## src/uels_pkg.sv

```systemverilog
package uels_pkg;

   localparam int VERTEX_W = 8;

   localparam logic [1:0] OP_INSERT    = 2'd0;
   localparam logic [1:0] OP_LOOKUP    = 2'd1;
   localparam logic [1:0] OP_NEIGHBORS = 2'd2;
   localparam logic [1:0] OP_NONE      = 2'd3;

   localparam logic [2:0] STATUS_OK        = 3'd0;
   localparam logic [2:0] STATUS_SELF_LOOP = 3'd1;
   localparam logic [2:0] STATUS_UNKNOWN   = 3'd2;
   localparam logic [2:0] STATUS_DUPLICATE = 3'd3;
   localparam logic [2:0] STATUS_FULL      = 3'd4;
   localparam logic [2:0] STATUS_NOT_FOUND = 3'd5;

   typedef struct packed {
      logic [1:0]          opcode;
      logic [VERTEX_W-1:0] vertex_a;
      logic [VERTEX_W-1:0] vertex_b;
   } req_type;

   typedef struct packed {
      logic [2:0]          status;
      logic [5:0]          edge_slot;
      logic [VERTEX_W-1:0] neighbor;
      logic                neighbor_valid;
      logic [6:0]          edge_total;
      logic                last;
   } rsp_type;

   typedef struct packed {
      logic [VERTEX_W-1:0] lo;
      logic [VERTEX_W-1:0] hi;
   } edge_type;

endpackage

```

## src/undirected_edge_list_store.sv

```systemverilog
// Undirected edge table held in a ring of MAX_EDGES cells. Every operation
// (insert, lookup, neighbors) rotates the whole ring once past a single
// comparator at the head, one slot per cycle, whatever the fill level;
// busy is high from the scan through the completion state. Neighbor
// results stream out during the rotation, at most one per cycle; each word
// is held until the next match or the end of the turn and then leaves
// through the output register, with the final one marked by last. Results
// are strobed on rsp_valid for one cycle and cannot be held off. An unused
// opcode is taken and dropped with no result. csr_ready is always high;
// vertex_count should be written only while busy is low.
module undirected_edge_list_store #(
   parameter int MAX_EDGES = 64
) (
   input  logic              clock,
   input  logic              reset,
   input  logic              start,
   output logic              busy,
   input  uels_pkg::req_type req_data,
   output logic              rsp_valid,
   output uels_pkg::rsp_type rsp_data,
   input  logic              csr_valid,
   output logic              csr_ready,
   input  logic [8:0]        csr_data
);
   import uels_pkg::*;

   localparam int SLOT_W = (MAX_EDGES > 1) ? $clog2(MAX_EDGES) : 1;
   localparam int CNT_W  = $clog2(MAX_EDGES + 1);

   localparam logic [1:0] S_IDLE = 2'd0;
   localparam logic [1:0] S_SCAN = 2'd1;
   localparam logic [1:0] S_DONE = 2'd2;

   logic [1:0]          state_ff, state_in;
   logic [CNT_W-1:0]    pos_ff, pos_in;
   logic [CNT_W-1:0]    count_ff, count_in;
   logic [8:0]          vcount_ff;
   logic [1:0]          op_ff, op_in;
   logic [VERTEX_W-1:0] a_ff, a_in, lo_ff, lo_in, hi_ff, hi_in;
   logic                found_ff, found_in;
   logic [SLOT_W-1:0]   fslot_ff, fslot_in;
   logic                pend_ff, pend_in;
   logic [VERTEX_W-1:0] pnb_ff, pnb_in;
   logic [SLOT_W-1:0]   pslot_ff, pslot_in;
   logic                ins_ff, ins_in;
   logic                rsp_valid_ff, rsp_valid_in;
   rsp_type             rsp_ff, rsp_in;

   logic                shift;
   edge_type            feed;
   edge_type            head;
   edge_type            ring [MAX_EDGES];

   logic [SLOT_W-1:0]   slot;
   logic                in_table, pair_hit, nb_hit, ins_ok;
   logic [VERTEX_W-1:0] nb;
   logic [VERTEX_W-1:0] req_lo, req_hi;
   logic [CNT_W-1:0]    last_pos;
   logic [SLOT_W+5:0]   pslot_x, fslot_x, cslot_x;
   logic [CNT_W+6:0]    cnt_x, cnt_new_x;

   // ring: cell i takes from cell i+1, the tail takes the feed
   for (genvar i = 0; i < MAX_EDGES; i++) begin : g_cell
      if (i == MAX_EDGES - 1) begin : g_tail
         uels_cell u_cell (.clock(clock), .shift(shift), .edge_in(feed),
                           .edge_out(ring[i]));
      end else begin : g_body
         uels_cell u_cell (.clock(clock), .shift(shift), .edge_in(ring[i+1]),
                           .edge_out(ring[i]));
      end
   end

   assign head     = ring[0];
   assign slot     = pos_ff[SLOT_W-1:0];
   assign last_pos = CNT_W'(MAX_EDGES - 1);
   assign in_table = pos_ff < count_ff;
   assign pair_hit = in_table && head.lo == lo_ff && head.hi == hi_ff;
   assign nb_hit   = in_table && (head.lo == a_ff || head.hi == a_ff);
   assign nb       = (head.lo == a_ff) ? head.hi : head.lo;
   assign ins_ok   = op_ff == OP_INSERT && lo_ff != hi_ff &&
                     {1'b0, hi_ff} < vcount_ff && !found_ff;

   assign req_lo = (req_data.vertex_a < req_data.vertex_b) ? req_data.vertex_a
                                                          : req_data.vertex_b;
   assign req_hi = (req_data.vertex_a < req_data.vertex_b) ? req_data.vertex_b
                                                          : req_data.vertex_a;

   // fit internal slot and count widths to the fixed output fields
   assign pslot_x   = {6'b0, pslot_ff};
   assign fslot_x   = {6'b0, fslot_ff};
   assign cslot_x   = {6'b0, count_ff[SLOT_W-1:0]};
   assign cnt_x     = {7'b0, count_ff};
   assign cnt_new_x = {7'b0, count_in};

   always_comb begin
      state_in     = state_ff;
      pos_in       = pos_ff;
      count_in     = count_ff;
      op_in        = op_ff;
      a_in         = a_ff;
      lo_in        = lo_ff;
      hi_in        = hi_ff;
      found_in     = found_ff;
      fslot_in     = fslot_ff;
      pend_in      = pend_ff;
      pnb_in       = pnb_ff;
      pslot_in     = pslot_ff;
      ins_in       = ins_ff;
      shift        = 1'b0;
      feed         = head;
      rsp_valid_in = 1'b0;
      rsp_in       = '0;
      unique case (state_ff)
         S_IDLE: begin
            if (start && req_data.opcode != OP_NONE) begin
               state_in = S_SCAN;
               pos_in   = '0;
               op_in    = req_data.opcode;
               a_in     = req_data.vertex_a;
               lo_in    = req_lo;
               hi_in    = req_hi;
               found_in = 1'b0;
               pend_in  = 1'b0;
               ins_in   = 1'b0;
            end
         end
         S_SCAN: begin
            shift = 1'b1;
            if (pair_hit && !found_ff) begin
               found_in = 1'b1;
               fslot_in = slot;
            end
            if (op_ff == OP_NEIGHBORS && nb_hit) begin
               // hold one word back so the final one can carry last
               if (pend_ff) begin
                  rsp_valid_in          = 1'b1;
                  rsp_in.status         = STATUS_OK;
                  rsp_in.edge_slot      = pslot_x[5:0];
                  rsp_in.neighbor       = pnb_ff;
                  rsp_in.neighbor_valid = 1'b1;
                  rsp_in.edge_total     = cnt_x[6:0];
               end
               pend_in  = 1'b1;
               pnb_in   = nb;
               pslot_in = slot;
            end
            // first free slot passes the head only after every stored edge
            if (ins_ok && pos_ff == count_ff) begin
               feed.lo = lo_ff;
               feed.hi = hi_ff;
               ins_in  = 1'b1;
            end
            if (pos_ff == last_pos) begin
               state_in = S_DONE;
            end else begin
               pos_in = pos_ff + 1'b1;
            end
         end
         S_DONE: begin
            state_in          = S_IDLE;
            count_in          = count_ff + CNT_W'(ins_ff);
            rsp_valid_in      = 1'b1;
            rsp_in.edge_total = cnt_new_x[6:0];
            rsp_in.last       = 1'b1;
            if (op_ff == OP_INSERT) begin
               priority if (lo_ff == hi_ff) begin
                  rsp_in.status = STATUS_SELF_LOOP;
               end else if ({1'b0, hi_ff} >= vcount_ff) begin
                  rsp_in.status = STATUS_UNKNOWN;
               end else if (found_ff) begin
                  rsp_in.status    = STATUS_DUPLICATE;
                  rsp_in.edge_slot = fslot_x[5:0];
               end else if (!ins_ff) begin
                  rsp_in.status = STATUS_FULL;
               end else begin
                  rsp_in.status    = STATUS_OK;
                  rsp_in.edge_slot = cslot_x[5:0];
               end
            end else if (op_ff == OP_LOOKUP) begin
               if (found_ff) begin
                  rsp_in.status    = STATUS_OK;
                  rsp_in.edge_slot = fslot_x[5:0];
               end else begin
                  rsp_in.status = STATUS_NOT_FOUND;
               end
            end else begin
               rsp_in.status = STATUS_OK;
               if (pend_ff) begin
                  rsp_in.edge_slot      = pslot_x[5:0];
                  rsp_in.neighbor       = pnb_ff;
                  rsp_in.neighbor_valid = 1'b1;
               end
            end
         end
         default: begin
            state_in = S_IDLE;
         end
      endcase
   end

   always_ff @(posedge clock) begin
      if (reset) begin
         state_ff     <= S_IDLE;
         count_ff     <= '0;
         vcount_ff    <= '0;
         rsp_valid_ff <= 1'b0;
      end else begin
         state_ff     <= state_in;
         count_ff     <= count_in;
         rsp_valid_ff <= rsp_valid_in;
         if (csr_valid && csr_ready) begin
            vcount_ff <= csr_data;
         end
      end
   end

   always_ff @(posedge clock) begin
      pos_ff   <= pos_in;
      op_ff    <= op_in;
      a_ff     <= a_in;
      lo_ff    <= lo_in;
      hi_ff    <= hi_in;
      found_ff <= found_in;
      fslot_ff <= fslot_in;
      pend_ff  <= pend_in;
      pnb_ff   <= pnb_in;
      pslot_ff <= pslot_in;
      ins_ff   <= ins_in;
      rsp_ff   <= rsp_in;
   end

   assign busy      = state_ff != S_IDLE;
   assign csr_ready = 1'b1;
   assign rsp_valid = rsp_valid_ff;
   assign rsp_data  = rsp_ff;

   a_count_bound: assert property (@(posedge clock) disable iff (reset)
      count_ff <= CNT_W'(MAX_EDGES))
      else $error("edge count beyond table size");

   a_done_after_full_turn: assert property (@(posedge clock) disable iff (reset)
      state_ff == S_DONE |-> $past(state_ff == S_SCAN && pos_ff == last_pos))
      else $error("scan ended before a full rotation");

   a_rsp_source: assert property (@(posedge clock) disable iff (reset)
      rsp_valid |-> $past(state_ff == S_SCAN || state_ff == S_DONE))
      else $error("result word outside an operation");

   a_count_change: assert property (@(posedge clock) disable iff (reset)
      (!$past(reset) && count_ff != $past(count_ff)) |->
         ($past(state_ff == S_DONE) && count_ff == $past(count_ff) + 1'b1))
      else $error("edge count changed outside completion");

   a_last_ends_op: assert property (@(posedge clock) disable iff (reset)
      (rsp_valid && rsp_data.last) |-> !busy)
      else $error("final word while still scanning");

endmodule

```

## src/uels_cell.sv

```systemverilog
module uels_cell (
   input  logic              clock,
   input  logic              shift,
   input  uels_pkg::edge_type edge_in,
   output uels_pkg::edge_type edge_out
);
   import uels_pkg::*;

   edge_type edge_ff;

   always_ff @(posedge clock) begin
      if (shift) begin
         edge_ff <= edge_in;
      end
   end

   assign edge_out = edge_ff;

endmodule
```

## config.mk

```make
export PLATFORM = sky130hd
export DESIGN_NAME = undirected_edge_list_store
export DESIGN_NICKNAME = d
export VERILOG_FILES = /design/src/uels_pkg.sv /design/src/undirected_edge_list_store.sv /design/src/uels_cell.sv
export SDC_FILE = /design/constraint.sdc
export NUM_CORES = 1
export LEC_CHECK = 0
export ABC_AREA = 1
export BUFFER_PORTS_ARGS = -buffer_cell sky130_fd_sc_hd__buf_2
export CORE_ASPECT_RATIO = 0.9
export CORE_MARGIN = 1.5
export CORE_UTILIZATION = 40
export CTS_CLUSTER_SIZE = 16
export DETAILED_ROUTE_END_ITERATION = 10
export GPL_ROUTABILITY_DRIVEN = 0
export PLACE_DENSITY = 0.54
export SYNTH_ARGS = -nofsm -noshare
export SYNTH_HDL_FRONTEND = slang
export SYNTH_SLANG_ARGS = --single-unit
export TNS_END_PERCENT = 100
```

## constraint.sdc

```tcl
create_clock -name clock -period 37.8 [get_ports clock]
set_clock_uncertainty 0.1 [all_clocks]
set_input_delay 3.78 -clock clock [delete_from_list [all_inputs] [get_ports clock]]
set_output_delay 3.78 -clock clock [all_outputs]
set_load 0.005 [all_outputs]
```

Word-level counts from Yosys, hierarchy flattened
Index checks and enable logic that the tools add are counted.
{"block": "word_totals", "output_inout_bits": 29, "regBits": 1125}
{"block": "classes", "order_cmp": 4, "reduce_logical": 24, "mux": 41, "addsub": 2, "n_eq_ne": 19}
{"op": "$pmux W25 S2", "count": 1}
{"op": "$mux W9", "count": 5}
{"op": "$mux W22", "count": 2}
{"op": "$eq A8 B8 Y1", "count": 5}
{"op": "$mux W16", "count": 2}
{"op": "$mux W6", "count": 4}
{"op": "$mux W8", "count": 3}
{"op": "$mux W7", "count": 3}
{"op": "$mux W15", "count": 1}
{"op": "$ne A2 B2 Y1 const B", "count": 7}
{"op": "$pmux W7 S2", "count": 1}
{"op": "$mux W3", "count": 4}
{"op": "$reduce_and A3 Y1", "count": 4}
{"op": "$logic_and A1 B1 Y1", "count": 10}
{"op": "$ge A8 B9 Y1", "count": 1}
{"op": "$lt A8 B9 Y1", "count": 1}
{"op": "$lt A8 B8 Y1", "count": 1}
{"op": "$mux W1", "count": 8}
{"op": "$ne A8 B8 Y1", "count": 1}
{"op": "$pmux W1 S2", "count": 4}
{"op": "$reduce_and A2 Y1", "count": 4}
{"op": "$add A7 B1 Y7", "count": 1}
{"op": "$add A7 B1 Y7 const B", "count": 1}
{"op": "$eq A7 B6 Y1 const B", "count": 1}
{"op": "10 further kinds", "count": 15}

Longest topological paths before layout
{"block": "logic_depth", "word_depth": 7, "depth_mapped": 14, "mapped_depth_nobuf": 13}

By module
From an unflattened synthesis, not the netlist that was laid out.
{"block": "unflattened", "cells_unflattened": 1682, "hier_area_um2": 36193.5}
{"module": "uels_cell", "cells_each": 16, "area_per_inst_um2": 480.5, "instances": 64}
{"module": "undirected_edge_list_store", "cells_each": 658, "area_per_inst_um2": 5444.0, "instances": 1}

Least setup slack after synthesis
OpenSTA, ideal clock, no wires.
{"block": "synth_timing", "kind": "register to register", "from": "register state_ff[1]", "to": "register found_ff, data pin", "t_arrival_ns": 23.692, "setup_time_ns": 5.071, "slack_ns": 8.937, "path_buffers": 0, "period_less_slack_ns": 28.863, "path_stages_with_launch": 3, "required_ns": 32.629, "cell_sequence": "dfxtp_1 > inv_1 > ha_1"}
{"block": "synth_via", "elab_chain_cells": 2, "word_cells_on_any_way": 3}
{"item": "start, declared", "line_no": "undirected_edge_list_store.sv:34", "text": "logic [1:0] state_ff, state_in;"}
{"item": "start signal, assigned", "line_no": "undirected_edge_list_store.sv:208", "text": "state_ff <= state_in;"}
{"item": "$eq A2 B1 Y1 or $logic_not A2 Y1 (tied branches)", "line_no": "undirected_edge_list_store.sv:113", "text": "unique case (state_ff)"}
{"item": "$pmux W1 S2 (*)", "line_no": "undirected_edge_list_store.sv:113"}
{"item": "named net found_in", "line_no": "undirected_edge_list_store.sv:40", "text": "logic found_ff, found_in;"}
{"item": "end signal, assigned", "line_no": "undirected_edge_list_store.sv:223", "text": "found_ff <= found_in;"}
{"item": "end, declared", "line_no": "undirected_edge_list_store.sv:40"}
The timed path passes the listed nets; every way through them passes the cells marked *.
A chain may end at the register's enable or synchronous reset.

Final worst setup path
{"block": "layout_timing", "from": "input req_data[1] (netlist bit)", "to": "register lo_ff[3], data pin"}
{"block": "layout_via", "elab_chain_cells": 2}
{"item": "start, declared", "line_no": "undirected_edge_list_store.sv:18", "text": "input uels_pkg::req_type req_data,"}
{"item": "$lt A8 B8 Y1", "line_no": "undirected_edge_list_store.sv:83", "text": "assign req_lo = (req_data.vertex_a < req_data.vertex_b) ? req_data.vertex_a"}
{"item": "$mux W8", "line_no": "undirected_edge_list_store.sv:83"}
{"item": "named net req_lo[3]", "line_no": "undirected_edge_list_store.sv:57", "text": "logic [VERTEX_W-1:0] req_lo, req_hi;"}
{"item": "end signal, assigned", "line_no": "undirected_edge_list_store.sv:221", "text": "lo_ff <= lo_in;"}
{"item": "end, declared", "line_no": "undirected_edge_list_store.sv:39", "text": "logic [VERTEX_W-1:0] a_ff, a_in, lo_ff, lo_in, hi_ff, hi_in;"}
The timed path passes the listed nets, and every way through them passes these cells.

==> Implementation_results.wiki <==
{| class="wikitable"
! Metric !! Value
|-
| Achievable frequency || about 180 MHz
|-
| Final Setup Violations || 0
|-
| HPWL reported at the end of detailed placement || 28.2 mm
|-
| Synthesis Warnings || 0
|-
| Hold Path Class || reg -> reg
|-
| Wire length the detailed router placed on met1 || 26.6 mm
|-
| Clock-pin slew on the worst setup and hold paths || 0.06 ns
|-
| Vias in the first global route || 14170
|-
| Remaining routing DRC violations || 0
|-
| Pins over their slew limit || 0
|-
| Synthesis-stage register bit count || 1125
|-
| Final worst-path cycle share || approximately 15%
|-
| Full die area || 92500 µm²
|-
| Net count of the mapped netlist || 1758
|-
| Count of mapped cells out of synthesis || 1698
|-
| Uppermost routed layer || met5
|-
| Type of origin of the critical path || input pin
|-
| Post-synthesis instance area || 36300 µm²
|-
| Pin count of the biggest net entering global routing || 200
|-
| Critical Path Fanout Max || 32
|-
| Post_cts resized || 0
|-
| Layout overhead on the synthesized area || 14.2%
|-
| Max-capacitance violation count || 0
|-
| Transition time of the tightest slew-check pin || 1.10 ns
|-
| Total wire length after detailed routing || 51.3 mm
|-
| Antenna violations before repair || 6
|-
| Number of nets in the layout || between 1500 and 2000
|-
| Final worst-path setup slack || 32.28 ns
|-
| Max transition margin || 27.0%
|-
| Setup TNS Final || 0 ns
|-
| Leakage component of the power || between 10 and 15 nW
|-
| Number of top-level pins || 60
|-
| Iter 0 DRT Violations || around 1300
|-
| TritonCTS clock tree || built
|-
| Total routing usage reported by global routing || 11.5%
|-
| Detail Route Antenna Nets || 0
|-
| Placed insts || 2917
|-
| Post-CTS setup repair buffer count || 0
|-
| Signal arrival time at the worst endpoint || 5.79 ns
|-
| DR WL/cell || ~17 µm
|-
| Type of the worst setup path || in -> reg
|-
| Share of cells above drive strength 1 || between 10% and 20%
|-
| Metal3 WL || 2.75 mm
|-
| Post-synthesis cell type count || 38
|-
| Largest voltage drop on the vdd net || 0.0421 mV
|-
| Average vias per placed instance || between 4 and 5
|-
| First-pass iteration count of the detailed router || 5
|-
| Floorplan die width || 320 µm
|-
| Ant diodes || 0
|-
| Minimum setup slack among reg-to-reg paths || 32.87 ns
|-
| CTS H-Tree Depth || 3
|-
| CTS hold repair buffers || 0
|-
| Final standard cell count with taps included and fillers excluded || 3109
|-
| Pre-CTS setup slack || 31.61 ns
|-
| Seq/Total Area, Yosys || 91.9%
|-
| Setup crit end kind || register
|-
| Overall die height || 289 µm
|-
| Endpoint required time on the critical path || 38.08 ns
|-
| Mean instance size in the synthesized netlist || about 21 µm²
|-
| Post-layout minimum cycle time || approximately 5.5 ns
|-
| Total congestion overflow || 0
|-
| Cell at the root of the clock tree || sky130_fd_sc_hd__clkbuf_16
|-
| Total power per unit cell area || 67.2 nW/µm²
|-
| Routed vias || 14496
|-
| Global-route wire length before repair || 82.6 mm
|-
| Hold violation count in the final report || 0
|-
| Core Area || 89700 µm²
|-
| Overall power consumption || 2.78 mW
|-
| Standard-cell row count || 104
|-
| Number of buffers created by CTS || 103
|-
| Status || finished, final reports clean
|-
| Length of routed met2 wiring || 20.6 mm
|-
| Buffers added on ports || 58
|-
| Starting density of the core || 40.4%
|-
| Maximum buffer depth of the clock tree || 3
|-
| Setup repair after global routing missed its margin || no
|-
| Clock sink count || 1125
|-
| Clock latency on the worst-skew pair || between 0.6 and 0.7 ns
|}
==> cell families (layout without fill, tap and decap cells) <==
logic type	count (synthesis)	in the layout	synth area share, %
other	1	1	0.0103
adders and majority gates	29	29	1.00
AOI/OAI and AO/OA	83	83	1.25
and+or+nand+nor	313	313	3.70
xor gates and xnor gates	34	34	0.821
DFF	1125	1125	91.9
muxes	1	1	0.0311
buffers and inverters	112	357	1.26
==> sequential cells by signal, indices dropped and copies added, names as in the netlist <==
name,cells
pslot_ff,6
vcount_ff,9
fslot_ff,6
hi_ff,8
state_ff,2
lo_ff,8
rsp_data,26
found_ff,1
pend_ff,1
pnb_ff,8
ins_ff,1
rsp_valid,1
count_ff,7
op_ff,2
g_cell.g_tail.u_cell.edge_out,16
pos_ff,7
g_cell.g_body.u_cell.edge_out,1008
a_ff,8
==> per-stage QoR <==
step / area (µm²) / hold WS [ns] / utilization (%)
2_1_floorplan: 36300 / 0.300 / -
3_3_place_gp: 38000 / 0.302 / 42.4
3_5_place_dp: 38000 / 0.305 / 42.4
4_1_cts: 41400 / 0.310 / 46.2
5_1_grt: 41400 / 0.318 / 46.2
6_report: 41400 / 0.308 / 46.2
==> synthesized netlist by cell type (all sizes together) <==
cell       n  area, µm²
edfxtp  1080      32400
nand2    174        673
inv       92        345
nor2      82        344
dfxtp     45        901
a21oi     40        200
nand3     34        170
ha        29        363
o21ai     29        145
xor2      21        184
xnor2     13        114
clkbuf    11       51.3
nand4      9       56.3
buf        7       53.8
or2        5       33.8
a221oi     4       35.0
nand3b     4       30.0
a21boi     3       22.5
nor3       3       15.0
a211oi     2       15.0
clkinv     2       7.51
o21a       2       15.0
o22ai      2       12.5
and3       1       6.26
conb       1       3.75
mux2       1       11.3
nor4       1       12.5
o211ai     1       7.51
==> cell usage in the layout, fill, tap and decap left out, drive strengths merged, types with 34 or more instances in the layout <==
| master | netlist | routed |
|---|---|---|
| dfxtp | 45 | 45 |
| clkbuf | 11 | 126 |
| nor2 | 82 | 82 |
| edfxtp | 1080 | 1080 |
| a21oi | 40 | 40 |
| inv | 92 | 98 |
| buf | 7 | 71 |
| nand2 | 174 | 174 |
| clkinv | 2 | 47 |
| nand3 | 34 | 34 |
==> path summary, 6_finish.rpt <==
kind | start | to | depth (start not counted)
worst min-delay path | g_cell[51].g_body.u_cell.edge_out[12] | g_cell[50].g_body.u_cell.edge_out[12] | 0
worst max-delay path | req_data[1] | lo_ff[3] | 11
worst min register to register | g_cell[51].g_body.u_cell.edge_out[12] | g_cell[50].g_body.u_cell.edge_out[12] | 0
worst max register to register | state_ff[1] | g_cell[15].g_body.u_cell.edge_out[15] | 6
==> routing by layer <==
| layer | vias up | GRT usage (%) |
|---|---|---|
| met3 | 109 | 2.85 |
| met4 | 2 | 4.24 |
| met2 | 332 | 14.5 |
| met5 | - | 0 |
| met1 | 7344 | 18.8 |
| li1 | 6709 | - |
==> power breakdown <==
group          internal (mW)  leakage, nW  switching [mW]
clock network          0.589         1.66           0.435
registers               1.59         10.5          0.0516
logic                 0.0192         1.95           0.101
==> critical path, stage by stage <==
cell                      delay, ns
sky130_fd_sc_hd__buf_2         0.08
sky130_fd_sc_hd__inv_1         0.06
sky130_fd_sc_hd__ha_1          0.29
sky130_fd_sc_hd__o21ai_0       0.08
sky130_fd_sc_hd__nand2_1       0.22
sky130_fd_sc_hd__nand3_1       0.14
sky130_fd_sc_hd__nand2_1       0.06
sky130_fd_sc_hd__nand4_1       0.06
sky130_fd_sc_hd__nand2_1       0.58
sky130_fd_sc_hd__nor2_1        0.36
sky130_fd_sc_hd__a21oi_1       0.08
==> cell type report <==
type | count | area [µm²]
Sequential cell | 1125 | 33300
Clock inverter | 66 | 661
Fill cell | 7408 | 48200
Inverter | 94 | 353
Clock buffer | 126 | 2720
Tap cell | 1166 | 1460
Multi-Input combinational cell | 461 | 2480
Timing Repair Buffer | 71 | 400
No activity file was read; power rests on OpenSTA's default activity.
